**src/rtl/assert_macros.svh**
```systemverilog
// Assertion macros used by the RTL of the priority ready queue.
// Depends on nothing; included by files that check their own logic.
`ifndef ASSERT_MACROS_SVH
`define ASSERT_MACROS_SVH

// Same-cycle implication, checked out of reset.
`define PRQ_ASSERT_NOW(lbl, clk, rstn, ante, cons, msg) \
    lbl: assert property (@(posedge clk) disable iff (!(rstn)) (ante) |-> (cons)) \
        else $error(msg);

// Next-cycle implication, checked out of reset.
`define PRQ_ASSERT_NEXT(lbl, clk, rstn, ante, cons, msg) \
    lbl: assert property (@(posedge clk) disable iff (!(rstn)) (ante) |=> (cons)) \
        else $error(msg);

`endif

```
**src/rtl/prq_pkg.sv**
```systemverilog
`timescale 1ns / 1ps
// Package of the priority ready queue: sizes, codes, controller state and command types.
// Depends on nothing; used by every RTL file of the block but assert_macros.svh.
package prq_pkg;

    localparam int ENTRIES = 32;
    localparam int LEVELS  = 16;
    localparam int ENT_W   = 5;
    localparam int LVL_W   = 4;
    localparam int LIU_W   = 5;
    localparam int MODE_W  = 2;
    localparam int STAT_W  = 2;
    localparam int PADDR_W = 3;
    localparam int PDATA_W = 32;

    localparam logic [LIU_W-1:0] LIU_RESET = LIU_W'(16);

    localparam logic [PADDR_W-3:0] REG_LEVELS_IN_USE = '0;

    typedef enum logic [MODE_W-1:0] {
        MODE_APPEND = 2'd0,
        MODE_REMOVE = 2'd1,
        MODE_QUERY  = 2'd2
    } t_mode;

    typedef enum logic [STAT_W-1:0] {
        ST_OK       = 2'd0,
        ST_LINKED   = 2'd1,
        ST_UNLINKED = 2'd2
    } t_status;

    typedef enum logic [1:0] {
        S_IDLE,
        S_EXEC,
        S_DONE
    } t_state;

    typedef struct packed {
        logic latch;
        logic exec;
        logic load_out;
    } t_dp_cmd;

endpackage

```
**src/rtl/prq_in_if.sv**
```systemverilog
`timescale 1ns / 1ps
// Input channel of the priority ready queue: valid/ready plus one operation beat.
// Depends on prq_pkg for field widths.
interface prq_in_if;
    import prq_pkg::*;

    logic              valid;
    logic              ready;
    logic [MODE_W-1:0] mode;
    logic [ENT_W-1:0]  entry_id;
    logic [LVL_W-1:0]  level;

    modport source (output valid, mode, entry_id, level, input ready);
    modport sink (input valid, mode, entry_id, level, output ready);
endinterface

```
**src/rtl/prq_out_if.sv**
```systemverilog
`timescale 1ns / 1ps
// Output channel of the priority ready queue: valid/ready plus one result beat.
// Depends on prq_pkg for field widths.
interface prq_out_if;
    import prq_pkg::*;

    logic              valid;
    logic              ready;
    logic [STAT_W-1:0] status;
    logic              any_ready;
    logic [ENT_W-1:0]  first_entry;
    logic [LVL_W-1:0]  first_level;

    modport source (output valid, status, any_ready, first_entry, first_level, input ready);
    modport sink (input valid, status, any_ready, first_entry, first_level, output ready);
endinterface

```
**src/rtl/prq_ctrl.sv**
```systemverilog
`timescale 1ns / 1ps
// Controller of the priority ready queue: sequences latch, link update and result load.
// Depends on prq_pkg; drives prq_dp through a t_dp_cmd struct.
module prq_ctrl (
    input  logic             i_clk,
    input  logic             i_rst_n,
    input  logic             i_in_valid,
    output logic             o_in_ready,
    input  logic             i_out_ready,
    output logic             o_out_valid,
    output prq_pkg::t_dp_cmd o_cmd
);
    import prq_pkg::*;

    t_state r_state, n_state;
    logic   r_out_valid, n_out_valid;
    logic   out_free;

    always_ff @(posedge i_clk) begin
        if (!i_rst_n) begin
            r_state     <= S_IDLE;
            r_out_valid <= 1'b0;
        end else begin
            r_state     <= n_state;
            r_out_valid <= n_out_valid;
        end
    end

    assign out_free = !r_out_valid || i_out_ready;

    always_comb begin
        n_state    = r_state;
        o_in_ready = 1'b0;
        o_cmd      = '0;
        unique case (r_state)
            S_IDLE: begin
                o_in_ready = 1'b1;
                if (i_in_valid) begin
                    o_cmd.latch = 1'b1;
                    n_state     = S_EXEC;
                end
            end
            S_EXEC: begin
                o_cmd.exec = 1'b1;
                n_state    = S_DONE;
            end
            S_DONE: begin
                if (out_free) begin
                    o_cmd.load_out = 1'b1;
                    o_in_ready     = 1'b1;
                    if (i_in_valid) begin
                        o_cmd.latch = 1'b1;
                        n_state     = S_EXEC;
                    end else begin
                        n_state = S_IDLE;
                    end
                end
            end
            default: n_state = S_IDLE;
        endcase
    end

    always_comb begin
        if (o_cmd.load_out) begin
            n_out_valid = 1'b1;
        end else if (i_out_ready) begin
            n_out_valid = 1'b0;
        end else begin
            n_out_valid = r_out_valid;
        end
    end

    assign o_out_valid = r_out_valid;

endmodule

```
**src/rtl/prq_dp.sv**
```systemverilog
`timescale 1ns / 1ps
// Datapath of the priority ready queue: link storage, per-level head/tail, scan and result register.
// Depends on prq_pkg; commanded by prq_ctrl.
module prq_dp (
    input  logic                      i_clk,
    input  logic                      i_rst_n,
    input  prq_pkg::t_dp_cmd          i_cmd,
    input  logic [prq_pkg::MODE_W-1:0] i_mode,
    input  logic [prq_pkg::ENT_W-1:0]  i_entry_id,
    input  logic [prq_pkg::LVL_W-1:0]  i_level,
    input  logic [prq_pkg::LIU_W-1:0]  i_levels_in_use,
    output logic [prq_pkg::STAT_W-1:0] o_status,
    output logic                      o_any_ready,
    output logic [prq_pkg::ENT_W-1:0]  o_first_entry,
    output logic [prq_pkg::LVL_W-1:0]  o_first_level
);
    import prq_pkg::*;

    logic [MODE_W-1:0] r_mode;
    logic [ENT_W-1:0]  r_id;
    logic [LVL_W-1:0]  r_lvl;
    logic [STAT_W-1:0] r_status;

    logic [ENTRIES-1:0] r_linked;
    logic [ENTRIES-1:0] r_is_head;
    logic [ENTRIES-1:0] r_is_tail;
    logic [LVL_W-1:0]   r_ent_lvl [ENTRIES];
    logic [ENT_W-1:0]   r_next    [ENTRIES];
    logic [ENT_W-1:0]   r_prev    [ENTRIES];
    logic [ENT_W-1:0]   r_head    [LEVELS];
    logic [ENT_W-1:0]   r_tail    [LEVELS];
    logic [LEVELS-1:0]  r_nonempty;

    logic [STAT_W-1:0] r_o_status;
    logic              r_o_any;
    logic [ENT_W-1:0]  r_o_entry;
    logic [LVL_W-1:0]  r_o_level;

    logic             lnk, app_ne;
    logic             do_app, do_rem;
    logic             rem_h, rem_t;
    logic [ENT_W-1:0] t_ent, p_ent, n_ent;
    logic [LVL_W-1:0] rem_lvl;
    t_status          status_c;

    logic [LEVELS-1:0] scan_mask;
    logic              found;
    logic [LVL_W-1:0]  found_lvl;

    always_ff @(posedge i_clk) begin
        if (i_cmd.latch) begin
            r_mode <= i_mode;
            r_id   <= i_entry_id;
            r_lvl  <= i_level;
        end
    end

    always_comb begin
        lnk      = r_linked[r_id];
        app_ne   = r_nonempty[r_lvl];
        t_ent    = r_tail[r_lvl];
        rem_lvl  = r_ent_lvl[r_id];
        p_ent    = r_prev[r_id];
        n_ent    = r_next[r_id];
        rem_h    = r_is_head[r_id];
        rem_t    = r_is_tail[r_id];
        do_app   = 1'b0;
        do_rem   = 1'b0;
        status_c = ST_OK;
        unique case (r_mode)
            MODE_APPEND: begin
                if (lnk) begin
                    status_c = ST_LINKED;
                end else begin
                    do_app = i_cmd.exec;
                end
            end
            MODE_REMOVE: begin
                if (!lnk) begin
                    status_c = ST_UNLINKED;
                end else begin
                    do_rem = i_cmd.exec;
                end
            end
            default: status_c = ST_OK;
        endcase
    end

    always_ff @(posedge i_clk) begin
        if (!i_rst_n) begin
            r_linked   <= '0;
            r_nonempty <= '0;
        end else if (do_app) begin
            r_linked[r_id]    <= 1'b1;
            r_nonempty[r_lvl] <= 1'b1;
        end else if (do_rem) begin
            r_linked[r_id] <= 1'b0;
            if (rem_h && rem_t) begin
                r_nonempty[rem_lvl] <= 1'b0;
            end
        end
    end

    always_ff @(posedge i_clk) begin
        if (i_cmd.exec) begin
            r_status <= status_c;
        end
        if (do_app) begin
            if (app_ne) begin
                r_next[t_ent]    <= r_id;
                r_prev[r_id]     <= t_ent;
                r_is_tail[t_ent] <= 1'b0;
                r_is_head[r_id]  <= 1'b0;
            end else begin
                r_head[r_lvl]   <= r_id;
                r_is_head[r_id] <= 1'b1;
            end
            r_tail[r_lvl]   <= r_id;
            r_is_tail[r_id] <= 1'b1;
            r_ent_lvl[r_id] <= r_lvl;
        end else if (do_rem) begin
            priority if (rem_h && rem_t) begin
                r_is_head[r_id] <= 1'b0;
            end else if (rem_h) begin
                r_head[rem_lvl]  <= n_ent;
                r_is_head[n_ent] <= 1'b1;
            end else if (rem_t) begin
                r_tail[rem_lvl]  <= p_ent;
                r_is_tail[p_ent] <= 1'b1;
            end else begin
                r_next[p_ent] <= n_ent;
                r_prev[n_ent] <= p_ent;
            end
        end
    end

    always_comb begin
        found     = 1'b0;
        found_lvl = '0;
        for (int i = 0; i < LEVELS; i++) begin
            scan_mask[i] = r_nonempty[i] && (LIU_W'(i) < i_levels_in_use);
        end
        for (int i = LEVELS - 1; i >= 0; i--) begin
            if (scan_mask[i]) begin
                found     = 1'b1;
                found_lvl = LVL_W'(i);
            end
        end
    end

    always_ff @(posedge i_clk) begin
        if (i_cmd.load_out) begin
            r_o_status <= r_status;
            r_o_any    <= found;
            r_o_entry  <= found ? r_head[found_lvl] : '0;
            r_o_level  <= found_lvl;
        end
    end

    assign o_status      = r_o_status;
    assign o_any_ready   = r_o_any;
    assign o_first_entry = r_o_entry;
    assign o_first_level = r_o_level;

endmodule

```
**src/rtl/priority_ready_queue_top.sv**
```systemverilog
`timescale 1ns / 1ps
// Priority ready queue, top level: 16 FIFO levels of 32 entry ids, doubly linked.
// Depends on prq_pkg, prq_in_if, prq_out_if, prq_ctrl, prq_dp and assert_macros.svh.
//
// i_in carries one operation per beat: append entry_id at the tail of level,
// remove entry_id from wherever it sits, or query only. o_out returns one beat
// per operation: status, and the front entry of the highest-priority non-empty
// level below levels_in_use (any_ready, first_entry, first_level).
// The APB port holds levels_in_use at byte address 0; write it only while idle.
// Each accepted beat is latched, updates the links in the update cycle and loads
// its result in the result cycle; no new beat is taken in the update cycle, set
// by the link read-modify-write in the update cycle followed by the level scan.
// An input beat is taken while the previous result still waits in the output
// register; a stalled receiver then holds the next operation in its result
// cycle until the output register frees.
// Reset: all levels empty, no entry linked, levels_in_use 16, no result pending.
`include "assert_macros.svh"
module priority_ready_queue_top (
    input  logic                         i_clk,
    input  logic                         i_rst_n,
    prq_in_if.sink                       i_in,
    prq_out_if.source                    o_out,
    input  logic                         psel,
    input  logic                         penable,
    input  logic                         pwrite,
    input  logic [prq_pkg::PADDR_W-1:0]  paddr,
    input  logic [prq_pkg::PDATA_W-1:0]  pwdata,
    output logic [prq_pkg::PDATA_W-1:0]  prdata,
    output logic                         pready
);
    import prq_pkg::*;

    logic [LIU_W-1:0] r_levels;
    logic             reg_hit;
    t_dp_cmd          cmd;

    assign pready  = 1'b1;
    assign reg_hit = (paddr[PADDR_W-1:2] == REG_LEVELS_IN_USE);
    assign prdata  = reg_hit ? PDATA_W'(r_levels) : '0;

    always_ff @(posedge i_clk) begin
        if (!i_rst_n) begin
            r_levels <= LIU_RESET;
        end else if (psel && penable && pwrite && pready && reg_hit) begin
            r_levels <= pwdata[LIU_W-1:0];
        end
    end

    prq_ctrl u_ctrl (
        .i_clk       (i_clk),
        .i_rst_n     (i_rst_n),
        .i_in_valid  (i_in.valid),
        .o_in_ready  (i_in.ready),
        .i_out_ready (o_out.ready),
        .o_out_valid (o_out.valid),
        .o_cmd       (cmd)
    );

    prq_dp u_dp (
        .i_clk           (i_clk),
        .i_rst_n         (i_rst_n),
        .i_cmd           (cmd),
        .i_mode          (i_in.mode),
        .i_entry_id      (i_in.entry_id),
        .i_level         (i_in.level),
        .i_levels_in_use (r_levels),
        .o_status        (o_out.status),
        .o_any_ready     (o_out.any_ready),
        .o_first_entry   (o_out.first_entry),
        .o_first_level   (o_out.first_level)
    );

    `PRQ_ASSERT_NEXT(a_no_back_to_back, i_clk, i_rst_n, i_in.valid && i_in.ready, !i_in.ready, "input accepted on two adjacent cycles")
    `PRQ_ASSERT_NOW(a_idle_result_zero, i_clk, i_rst_n, o_out.valid && !o_out.any_ready, (o_out.first_entry == '0) && (o_out.first_level == '0), "empty result carries nonzero front fields")
    `PRQ_ASSERT_NOW(a_level_in_scan, i_clk, i_rst_n, o_out.valid && o_out.any_ready, LIU_W'(o_out.first_level) < r_levels, "front level outside the scanned levels")

endmodule
```
**src/flat_wrapper.sv**
```systemverilog
// flat-port wrapper written by rule: the top's interface ports become plain ports
module priority_ready_queue_top_flat import prq_pkg::*;
  (i_clk, i_rst_n, psel, penable, pwrite, paddr, pwdata, prdata, pready, i_in_valid, i_in_mode, i_in_entry_id, i_in_level, i_in_ready, o_out_valid, o_out_status, o_out_any_ready, o_out_first_entry, o_out_first_level, o_out_ready);
  prq_in_if i_in_i ();
  prq_out_if o_out_i ();
  input  logic i_clk;
  input  logic i_rst_n;
  input  logic psel;
  input  logic penable;
  input  logic pwrite;
  input  logic [prq_pkg::PADDR_W-1:0] paddr;
  input  logic [prq_pkg::PDATA_W-1:0] pwdata;
  output logic [prq_pkg::PDATA_W-1:0] prdata;
  output logic pready;
  input wire logic [$bits(i_in_i.valid)-1:0] i_in_valid;
  input wire logic [$bits(i_in_i.mode)-1:0] i_in_mode;
  input wire logic [$bits(i_in_i.entry_id)-1:0] i_in_entry_id;
  input wire logic [$bits(i_in_i.level)-1:0] i_in_level;
  output wire logic [$bits(i_in_i.ready)-1:0] i_in_ready;
  output wire logic [$bits(o_out_i.valid)-1:0] o_out_valid;
  output wire logic [$bits(o_out_i.status)-1:0] o_out_status;
  output wire logic [$bits(o_out_i.any_ready)-1:0] o_out_any_ready;
  output wire logic [$bits(o_out_i.first_entry)-1:0] o_out_first_entry;
  output wire logic [$bits(o_out_i.first_level)-1:0] o_out_first_level;
  input wire logic [$bits(o_out_i.ready)-1:0] o_out_ready;
  assign i_in_i.valid = i_in_valid;
  assign i_in_i.mode = i_in_mode;
  assign i_in_i.entry_id = i_in_entry_id;
  assign i_in_i.level = i_in_level;
  assign i_in_ready = i_in_i.ready;
  assign o_out_valid = o_out_i.valid;
  assign o_out_status = o_out_i.status;
  assign o_out_any_ready = o_out_i.any_ready;
  assign o_out_first_entry = o_out_i.first_entry;
  assign o_out_first_level = o_out_i.first_level;
  assign o_out_i.ready = o_out_ready;
  priority_ready_queue_top u_core (.i_clk(i_clk), .i_rst_n(i_rst_n), .i_in(i_in_i), .o_out(o_out_i), .psel(psel), .penable(penable), .pwrite(pwrite), .paddr(paddr), .pwdata(pwdata), .prdata(prdata), .pready(pready));
endmodule
```
**config.mk**
```make
export PLATFORM = sky130hd
export DESIGN_NAME = priority_ready_queue_top_flat
export DESIGN_NICKNAME = d
export VERILOG_FILES = /design/src/rtl/prq_pkg.sv /design/src/rtl/prq_in_if.sv /design/src/rtl/prq_out_if.sv /design/src/rtl/prq_ctrl.sv /design/src/rtl/prq_dp.sv /design/src/rtl/priority_ready_queue_top.sv /design/src/flat_wrapper.sv
export VERILOG_INCLUDE_DIRS = /design/src /design/src/rtl
export SDC_FILE = /design/constraint.sdc
export NUM_CORES = 1
export LEC_CHECK = 0
export BUFFER_PORTS_ARGS = -buffer_cell sky130_fd_sc_hd__buf_2
export CORE_MARGIN = 1.5
export CORE_UTILIZATION = 53
export CTS_CLUSTER_DIAMETER = 40
export DETAILED_ROUTE_END_ITERATION = 10
export PLACE_DENSITY = 0.68
export SLEW_MARGIN = 5
export SYNTH_ARGS = -nofsm -noshare
export SYNTH_HDL_FRONTEND = slang
export SYNTH_SLANG_ARGS = --single-unit
```
**constraint.sdc**
```tcl
create_clock -name i_clk -period 10.71 [get_ports i_clk]
set_clock_uncertainty 0.15 [all_clocks]
set_input_delay 2.142 -clock i_clk [delete_from_list [all_inputs] [get_ports i_clk]]
set_output_delay 2.142 -clock i_clk [all_outputs]
set_load 0.005 [all_outputs]
```
Yosys cells after proc, flatten, opt, wreduce, memory -nomap -nowiden
Memory sizes are Yosys's and may differ from the RTL's. A register that Yosys moved wholly into a read port is not among the register bits. Cells that the tools add are included.

Register bits after elaboration: 140. Memory bits (writable): 608. Input bits: 53. Word-level logic and storage cells: 243. Memories kept: 5.

Memory list: u_core.u_dp.r_next (words 32, width 5, read ports 1, clocked after Yosys merged registers in 1, write ports 1, RTL line prq_dp.sv:28) `logic [ENT_W-1:0] r_next [ENTRIES];`; u_core.u_dp.r_prev (words 32, width 5, read ports 1, clocked after Yosys merged registers in 1, write ports 1, RTL line prq_dp.sv:29) `logic [ENT_W-1:0] r_prev [ENTRIES];`; u_core.u_dp.r_ent_lvl (words 32, width 4, read ports 1, clocked after Yosys merged registers in 1, write ports 1, RTL line prq_dp.sv:27) `logic [LVL_W-1:0] r_ent_lvl [ENTRIES];`; u_core.u_dp.r_head (words 16, width 5, read ports 1, clocked after Yosys merged registers in 1, write ports 1, RTL line prq_dp.sv:30) `logic [ENT_W-1:0] r_head [LEVELS];`; u_core.u_dp.r_tail (words 16, width 5, read ports 1, clocked after Yosys merged registers in 1, write ports 1, RTL line prq_dp.sv:31) `logic [ENT_W-1:0] r_tail [LEVELS];`.

Order comparisons: 28. Eq/ne operators: 7. Mux-type cells: 131. Bitwise logic cells: 14. Reductions and logical operators: 44.

Operators by type and width (count): $mux 32 (14); $or 32x32->32 (5); $and 32x32->32 (3); $mux 4 (19); $mux 1 (68); $not 32->32 (2); $mux 5 (10); $mux 16 (3); $lt 4x5->1 const A (8); $logic_and 1x1->1 (26); $lt 5x6->1 const B (4); $demux 1 s5 (4); $ge 5x1->1 const B (4); $lt 3x5->1 const A (4); $reduce_or 5->1 (4); $and 16x16->16 (1); $not 16->16 (1); $or 16x16->16 (1); $bmux 1 s5 (3); $lt 1x5->1 const A (2); $lt 2x5->1 const A (2); $lt 4x5->1 const B (2); $demux 1 s4 (2); $ge 4x1->1 const B (2); 16 further kinds (30).

Longest topological paths before layout
Gate-level depths: netlist of run 1.

Depth after elaboration: 19. Gate-level depth with buffers: 13.

Modules after synthesis
From an unflattened synthesis of run 1, not the netlist that was laid out.

Cell total of the unflattened synthesis: 2140. Area, all modules: 33263.2 um^2.

By module, submodules not included: prq_dp (times used 1, cells each 2066, area an instance 32617.5 um^2, sequential area each 22071.2 um^2); priority_ready_queue_top (times used 1, cells each 58, area an instance 479.2 um^2, sequential area each 100.1 um^2); prq_ctrl (times used 1, cells each 16, area an instance 166.4 um^2, sequential area each 60.1 um^2).

Worst setup path before layout of run 1
No wires, ideal clock.

Path kind: input port to output port. From: input o_out_ready. To: output i_in_ready. Arrival time: 2406 ps. Required time: 8418 ps. Setup slack: 6012 ps. Cell stages on the path: 2. Cell sequence: nor2b_1 -> a21oi_1.

Cells in the longest elaborated chain, start to end: 3.

RTL lines: start, declared (RTL line flat_wrapper.sv:25) `input wire logic [$bits(o_out_i.ready)-1:0] o_out_ready;`; $logic_or 1x1->1 (RTL line prq_ctrl.sv:29) `assign out_free = !r_out_valid || i_out_ready;`; $mux 1 (RTL line prq_ctrl.sv:48) `if (out_free) begin`; $pmux 1 s2 (RTL line prq_ctrl.sv:35) `unique case (r_state)`; end, declared (RTL line flat_wrapper.sv:19) `output wire logic [$bits(i_in_i.ready)-1:0] i_in_ready;`.

Every way passes these cells.

Worst setup path after layout of run 1
From: register u_core.u_dp.r_id[0]. To: memory u_core.u_dp.r_prev[8][1], enable pin.

Cells in the longest elaborated chain, start to end: 10. Elaborated cells on any way between the ends: 22. Those cells by class: mux: 20; reduce/logical: 2.

RTL lines: start, declared (RTL line prq_dp.sv:20) `logic [ENT_W-1:0] r_id;`; start signal, assigned (RTL line prq_dp.sv:53) `r_id <= i_entry_id;`; $bmux 1 s5 (RTL line prq_dp.sv:66) `rem_t = r_is_tail[r_id];`; $mux 1 (not written as such) (RTL line prq_dp.sv:66); $mux 1 (RTL line prq_dp.sv:127) `end else if (rem_t) begin`; $mux 1 (RTL line prq_dp.sv:124) `end else if (rem_h) begin`; $mux 1 (RTL line prq_dp.sv:122) `priority if (rem_h && rem_t) begin`; $mux 1 (RTL line prq_dp.sv:121) `end else if (do_rem) begin`; $mux 1 (RTL line prq_dp.sv:108) `if (do_app) begin`; $mux 1 (not written as such) (RTL line prq_dp.sv:132) `r_prev[n_ent] <= p_ent;`; $reduce_or 5->1 (no line); $mux 5 (no line) or $mux 1 (tied branches); end, declared (RTL line prq_dp.sv:29).

Parallel ways exist; a longest one is shown, timed or not. The select of a mux whose other input is x is not followed.

==> results of run 1 <==
## routing by layer
layer  wire length (um)  part of all wire
met2              37400              0.48
met3               7000             0.089
met1              32100              0.41
met5                  0                 0
met4               1870             0.024
## final cells by class
cell class	count	area, sq um
Inverter	26	97.6
Clock inverter	73	876
Sequential cell	762	22200
Multi-Input combinational cell	1181	10300
Tap cell	837	1050
Clock buffer	109	2590
Timing Repair Buffer	83	518
Fill cell	4498	24200
## cells in the mapped netlist, drive strengths merged, types with 8 or more instances
master,number
a31oi,74
mux2,37
nand2,78
nor3,10
nand3,39
nand2b,15
dfxtp,65
clkbuf,84
buf,75
mux2i,33
mux4,195
nor2,257
and3,10
o21a,72
nor2b,18
o21ai,64
a22oi,24
a211o,8
edfxtp,697
inv,26
a21oi,89
o221a,16
a211oi,34
## per-stage QoR
stage               cells  hold slack [ns]  power (mW)
finish               3071            0.273        7.31
global route         3071            0.281        7.52
CTS                  3071            0.276        7.35
detailed placement   2889            0.262        3.95
global placement     2889            0.254        3.94
floorplan            2128            0.250        3.78
## flip-flops by register name, indices dropped and copies added, names as in the netlist, named ones only
| signal | flops |
|---|---|
| u_core.u_dp.o_status | 2 |
| u_core.u_dp.o_first_entry | 5 |
| u_core.u_dp.r_status | 2 |
| u_core.u_dp.r_is_tail | 32 |
| u_core.u_ctrl.r_state | 2 |
| u_core.u_dp.r_tail | 80 |
| u_core.u_dp.o_first_level | 4 |
| u_core.u_ctrl.o_out_valid | 1 |
| u_core.u_dp.r_lvl | 4 |
| u_core.u_dp.r_mode | 2 |
| u_core.u_dp.r_head | 80 |
| u_core.u_dp.r_prev | 160 |
| u_core.u_dp.r_nonempty | 16 |
| u_core.u_dp.o_any_ready | 1 |
| u_core.u_dp.r_ent_lvl | 128 |
| u_core.u_dp.r_id | 5 |
| u_core.r_levels | 5 |
| u_core.u_dp.r_next | 160 |
## worst max-delay path: cells and delay by family, from the launching register on
family	cells	cell delay (ns)
and+or+nand+nor	5	1.51
buffers and inverters	3	1.27
AOI/OAI and AO/OA	2	1.18
muxes	1	0.71
DFF	1	0.32
## where the power goes
group	switching, mW	internal (mW)
Clock	1.33	2.09
Combinational	0.361	0.206
Sequential	0.0380	3.29
Total	1.73	5.59
## cells by family (layout without fill, tap and decap cells)
kind of cell,after synthesis,in the layout,share of synthesized area
muxes,265,265,0.157
AOI/OAI and AO/OA,418,418,0.0832
buffers and inverters,185,291,0.0286
other,2,28,0.000225
adders and majority gates,1,1,0.000300
DFF,762,762,0.666
and+or+nand+nor,469,469,0.0645
## worst max-delay path by stage
stage | endpoint
floorplan | i_in_ready
CTS | u_core.u_dp.r_prev[8][1]$_DFFE_PP_
global route | u_core.u_dp.r_next[29][0]$_DFFE_PP_
finish | u_core.u_dp.r_prev[8][1]$_DFFE_PP_
detailed placement | u_core.u_dp.r_prev[8][2]$_DFFE_PP_
global placement | u_core.u_dp.r_prev[8][2]$_DFFE_PP_
## cells in the final DEF (no fill, tap or decap), drive strengths merged, types with 34 or more instances in the layout
cell / netlist / routed
o21a: 72 / 72
nand2: 78 / 78
a31oi: 74 / 74
buf: 75 / 83
inv: 26 / 47
a211oi: 34 / 34
nor2: 257 / 257
nand3: 39 / 39
o21ai: 64 / 64
clkbuf: 84 / 109
mux4: 195 / 195
mux2: 37 / 37
dfxtp: 65 / 65
edfxtp: 697 / 697
a21oi: 89 / 89
==> flow_summary.yaml, run 1 <==
run_status:
  status: "finished, final reports clean"
clocking:
  cts_buffers: 98
  postCtsHoldBufs: 0
  cts.path.max_buffers: 3
  clock_latency_ns: 0.64
  post-cts-setup-buffer-count: 0
  cts.sinks: 762
  htree_levels: 3
  path_clk_slew_ns: 0.06
  clockRootBuffer: "clkbuf_16"
  cts_tree: "built"
  cts-resized-gates: 0
pwr:
  ir_worst_vdd_v: 0.000126
  power.density_nw_per_um2: 194
  leakage_nw: 12.3
timing:
  period_share: 0.520
  relSlewSlack: 0.178
  setup_tns_ns: 0
  finalHoldViolCount: 0
  setup_viol: 0
  fmax_mhz: 179
  slew_violations: 0
  fin_ws_ns: 5.14
  worst_slew_pin_slew_ns: 1.23
  fin_crit_ns: 5.57
  rsz0062_at_grt: "no"
global_routing:
  grt_overflow: 0
  use_met2: 0.393
  antenna_found_initial: 0
  top_usage_layer: "met2"
  first_global_vias: 19300
  grtUsageTotal: 0.247
  gr-usage-met3: 0.0517
  use_met1: 0.348
  grt_start_max_net_pins: 76
  grt_pass1_wl_um: 119000
worst_setup_path:
  crit_chain: "buf_4 > mux4_1 > a22oi_1 > and4_4 > or4b_1 > buf_4 > nand3b_1 > buf_4 > nor2_1 > a22oi_1 > nor2_1"
  regToRegEndpoint: "u_core.u_dp.r_prev[8][1]$_DFFE_PP_"
  arrival_ns: 5.72
  r2r_start: "u_core.u_dp.r_id[0]$_DFFE_PP_"
  path_common_cell: "buf_4"
  crit_start: "u_core.u_dp.r_id[0]$_DFFE_PP_"
  required_ns: 10.86
  critical_path.max_stage_delay_ns: 0.95
  end_kind: "flop"
  cp_max_fo: 36
  critPathLaunchType: "flop"
  criticalPathCategory: "reg -> reg"
  r2r_slack_ns: 5.14
  cp_slowest_cell: "a22oi_1"
  r2r_cells: 11
final_layout:
  fin_util: 0.609
  antennaDiodeCount: 0
  drive_above_1_share: 0.234
  fin_area_sq_um: 37700
  area_growth_pct: 12.9
  nNetsFinal: 2205
routing:
  drtIter0Drc: 2155
  viasPerCell: 6.37
  via_count: 19600
  detail_route.wl_per_cell_um: 25.5
  routed_wirelength_um: 78300
  drcViolationCount: 0
  dr.pass1.iters: 5
  ant_nets: 0
synth:
  synth_edf_count: 697
  synthTopCellsByArea: "edfxtp_1 63%, mux4_2 12%, dfxtp_1 3.9%"
  yosysTopAreaCell: "edfxtp_1"
  ys_seq_area_frac: 0.666
  yosysWarnings: 0
  syn-instance-count: 2102
  synthArstFlopShare: 0
  synth_ff_type: "edfxtp_1"
  synth_seq_cells: 762
  synth_top_area_share: 0.627
  postSynthAreaPerCell_sq_um: 15.9
  ys_types: 74
  syn-cell-area_sq_um: 33400
placed_design:
  portBuffers: 42
  place_ws_ns: 5.24
  place_area_sq_um: 34200
  place_congestion: 0.881
  dp_hpwl_um: 50500
job:
  drv_cap: 0
floorplan:
  die_w_um: 254
  coreArea_sq_um: 61900
  io_pins: 100
  die_h_um: 254
  initial_core_util: 0.539
  dieArea_sq_um: 64500
  rows: 91
hold_path:
  min_path_cells: 0
  hold_path.startpoint: "u_core.u_dp.r_status[0]$_DFFE_PP_"
  hold_class: "reg -> reg"
  whs_endpoint: "u_core.u_dp.o_status[0]$_DFFE_PP_"
(Power assumes the default switching activity.)
==> inputs of run 2 (changes only) <==
--- a/config.mk
+++ b/config.mk
@@ -11,7 +11,7 @@
 export CORE_UTILIZATION = 53
 export CTS_CLUSTER_DIAMETER = 40
 export DETAILED_ROUTE_END_ITERATION = 10
-export PLACE_DENSITY = 0.68
+export PLACE_DENSITY = 0.7
 export SLEW_MARGIN = 5
 export SYNTH_ARGS = -nofsm -noshare
 export SYNTH_HDL_FRONTEND = slang
==> constraint.sdc (replaced) <==
create_clock -name i_clk -period 4.5 [get_ports i_clk]
set_clock_uncertainty 0.15 [all_clocks]
set_input_delay 0.9 -clock i_clk [delete_from_list [all_inputs] [get_ports i_clk]]
set_output_delay 0.9 -clock i_clk [all_outputs]
set_load 0.005 [all_outputs]
==> run 2 against run 1 <==
Against the previous run: routed wire length up 1.4%; flip-flop and latch count is the same; critical path type unchanged; highest routed layer is now met5; worst setup slack lost 5.1 ns.
==> flow_summary.yaml, run 2 (synthesized netlist as in run 1, its figures left out) <==
pwr:
  p_comb_frac: 0.083
  ir_worst_vdd_v: 0.000380
  seq_power_share: 0.460
  intPower_mw: 13.1
  power.density_nw_per_um2: 452
  swShare: 0.237
  leakage_nw: 12.4
  p_clk_frac: 0.457
  p_switching_mw: 4.08
worst_setup_path:
  endpoint: "u_core.u_dp.r_prev[28][1]$_DFFE_PP_"
  critical_path.max_stage_delay_ns: 0.90
  cp_slowest_cell: "a22oi_1"
  regToRegEndpoint: "u_core.u_dp.r_prev[28][1]$_DFFE_PP_"
  crit_buf_inv: 2
  r2r_start: "u_core.u_dp.r_id[0]$_DFFE_PP_"
  cp_max_fo: 37
  r2r_cells: 10
  end_kind: "flop"
  crit_family: "simple AND/OR/NAND/NOR gates"
  r2r_slack_ns: 0.07
  critPathLaunchType: "flop"
  arrival_ns: 4.59
  required_ns: 4.66
  crit_chain: "buf_12 > mux4_1 > a22oi_1 > and4_4 > or4b_1 > nand3b_1 > buf_12 > nor2_1 > a22oi_1 > nor2_1"
  crit_start: "u_core.u_dp.r_id[0]$_DFFE_PP_"
  criticalPathCategory: "reg -> reg"
  worstSetupPathDepth: 10
clocking:
  cts.path.max_buffers: 3
  path_clk_slew_ns: 0.06
  cts-resized-gates: 0
  htree_levels: 3
  postCtsHoldBufs: 0
  clockRootBuffer: "clkbuf_16"
  cts_buffers: 102
  post-cts-setup-buffer-count: 0
  cts_tree: "built"
  cts.sinks: 762
  clock_latency_ns: 0.65
floorplan:
  die_h_um: 254
  initial_core_util: 0.539
  die_w_um: 254
  coreArea_sq_um: 61900
  dieArea_sq_um: 64500
  rows: 91
  io_pins: 100
run_status:
  status: "finished, final reports clean"
global_routing:
  grt_start_max_net_pins: 67
  grtUsageTotal: 0.250
  antenna_found_initial: 1
  first_global_vias: 19600
  grt_overflow: 0
  grt_pass1_wl_um: 121000
timing:
  slew_violations: 0
  fmax_mhz: 226
  finalHoldViolCount: 0
  setup_tns_ns: 0
  rsz0062_at_grt: "no"
  period_share: 0.984
  relSlewSlack: 0.215
  worst_slew_pin_slew_ns: 1.18
  setup_viol: 0
  fin_crit_ns: 4.43
routing:
  viasPerCell: 6.38
  ant_nets: 0
  drtIter0Drc: 2298
  drcViolationCount: 0
  routed_wirelength_um: 79400
  detail_route.wl_per_cell_um: 25.6
  via_count: 19800
  dr.pass1.iters: 5
job:
  drv_cap: 0
placed_design:
  place_area_sq_um: 34600
  place_congestion: 0.896
  dp_hpwl_um: 51800
  portBuffers: 42
final_layout:
  nNetsFinal: 2239
  layout_commonest_cell: "edfxtp_1"
  area_growth_pct: 13.7
  antennaDiodeCount: 0
  reg_top3: "u_core.u_dp.r_next: 160 flops, u_core.u_dp.r_prev: 160 flops, u_core.u_dp.r_ent_lvl: 128 flops"
  drive_above_1_share: 0.241
  mostFrequentLayoutCells: "697 x edfxtp_1, 248 x nor2_1, 183 x mux4_2"
  fin_area_sq_um: 38000
  fin_util: 0.613
  fillers: 4489
hold_path:
  hold_class: "reg -> reg"
  min_path_cells: 0
[run 2: cell types whose count changed in the layout (fill, tap and decap cells not counted), moves of 2 or more]
cell / previous run / this run
buf_12: 0 / 11
a21oi_2: 9 / 6
clkinv_4: 13 / 16
clkinv_2: 5 / 13
clkbuf_16: 101 / 103
clkbuf_8: 3 / 1
bufinv_16: 13 / 8
a21oi_1: 80 / 83
clkinvlp_4: 6 / 9
buf_4: 41 / 60
clkbuf_1: 5 / 17
clkinv_1: 12 / 9
inv_6: 15 / 5
[run 2: metal layers]
layer | vias up | share of wire | global-route usage | wire length [um]
met2 | 1021 | 0.48 | 0.395 | 37800
li1 | 8555 | - | - | -
met5 | - | 0.00015 | 0 | 12
met3 | 158 | 0.084 | 0.0463 | 6690
met1 | 10100 | 0.41 | 0.357 | 32800
met4 | 2 | 0.026 | 0.0733 | 2090
[run 2: how the worst min path moves through the flow]
| stage | start | end | slack (ns) |
|---|---|---|---|
| final | u_core.u_dp.r_status[0]$_DFFE_PP_ | u_core.u_dp.o_status[0]$_DFFE_PP_ | 0.27 |
| after global routing | i_in_mode[1] | u_core.u_dp.r_mode[1]$_DFFE_PP_ | 0.27 |
| after detailed placement | u_core.u_dp.r_status[0]$_DFFE_PP_ | u_core.u_dp.o_status[0]$_DFFE_PP_ | 0.25 |
| after floorplan | u_core.u_dp.r_status[0]$_DFFE_PP_ | u_core.u_dp.o_status[0]$_DFFE_PP_ | 0.25 |
| after global placement | u_core.u_dp.r_status[1]$_DFFE_PP_ | u_core.u_dp.o_status[1]$_DFFE_PP_ | 0.25 |
| after CTS | i_in_mode[0] | u_core.u_dp.r_mode[0]$_DFFE_PP_ | 0.26 |
[run 2: stage by stage]
step	power [mW]	hold slack, ns	setup WS [ns]	instances
3_3_place_gp	9.42	0.254	0.228	2919
4_1_cts	17.2	0.262	0.164	3108
3_5_place_dp	9.45	0.255	0.159	2919
6_report	17.2	0.267	0.0714	3108
2_1_floorplan	8.98	0.250	0.179	2128
5_1_grt	17.6	0.269	0.0277	3108
[run 2: power groups by stage]
stage / Sequential, mW / Combinational [mW] / Clock [mW]
2_1_floorplan: 8.00 / 0.988 / 0
3_3_place_gp: 8.05 / 1.37 / 0
3_5_place_dp: 8.05 / 1.40 / 0
4_1_cts: 7.90 / 1.41 / 7.93
5_1_grt: 7.91 / 1.50 / 8.19
6_report: 7.90 / 1.42 / 7.84
[run 2: cell type report]
type / instances / area, sq um / area share
clock buffer: 121 / 2660 / 0.0699
clock inverter: 68 / 699 / 0.0184
inverter: 26 / 97.6 / 0.00257
multi-input combinational: 1181 / 10300 / 0.272
sequential: 762 / 22200 / 0.586
tap: 837 / 1050 / 0.0276
timing repair buffer: 113 / 881 / 0.0232
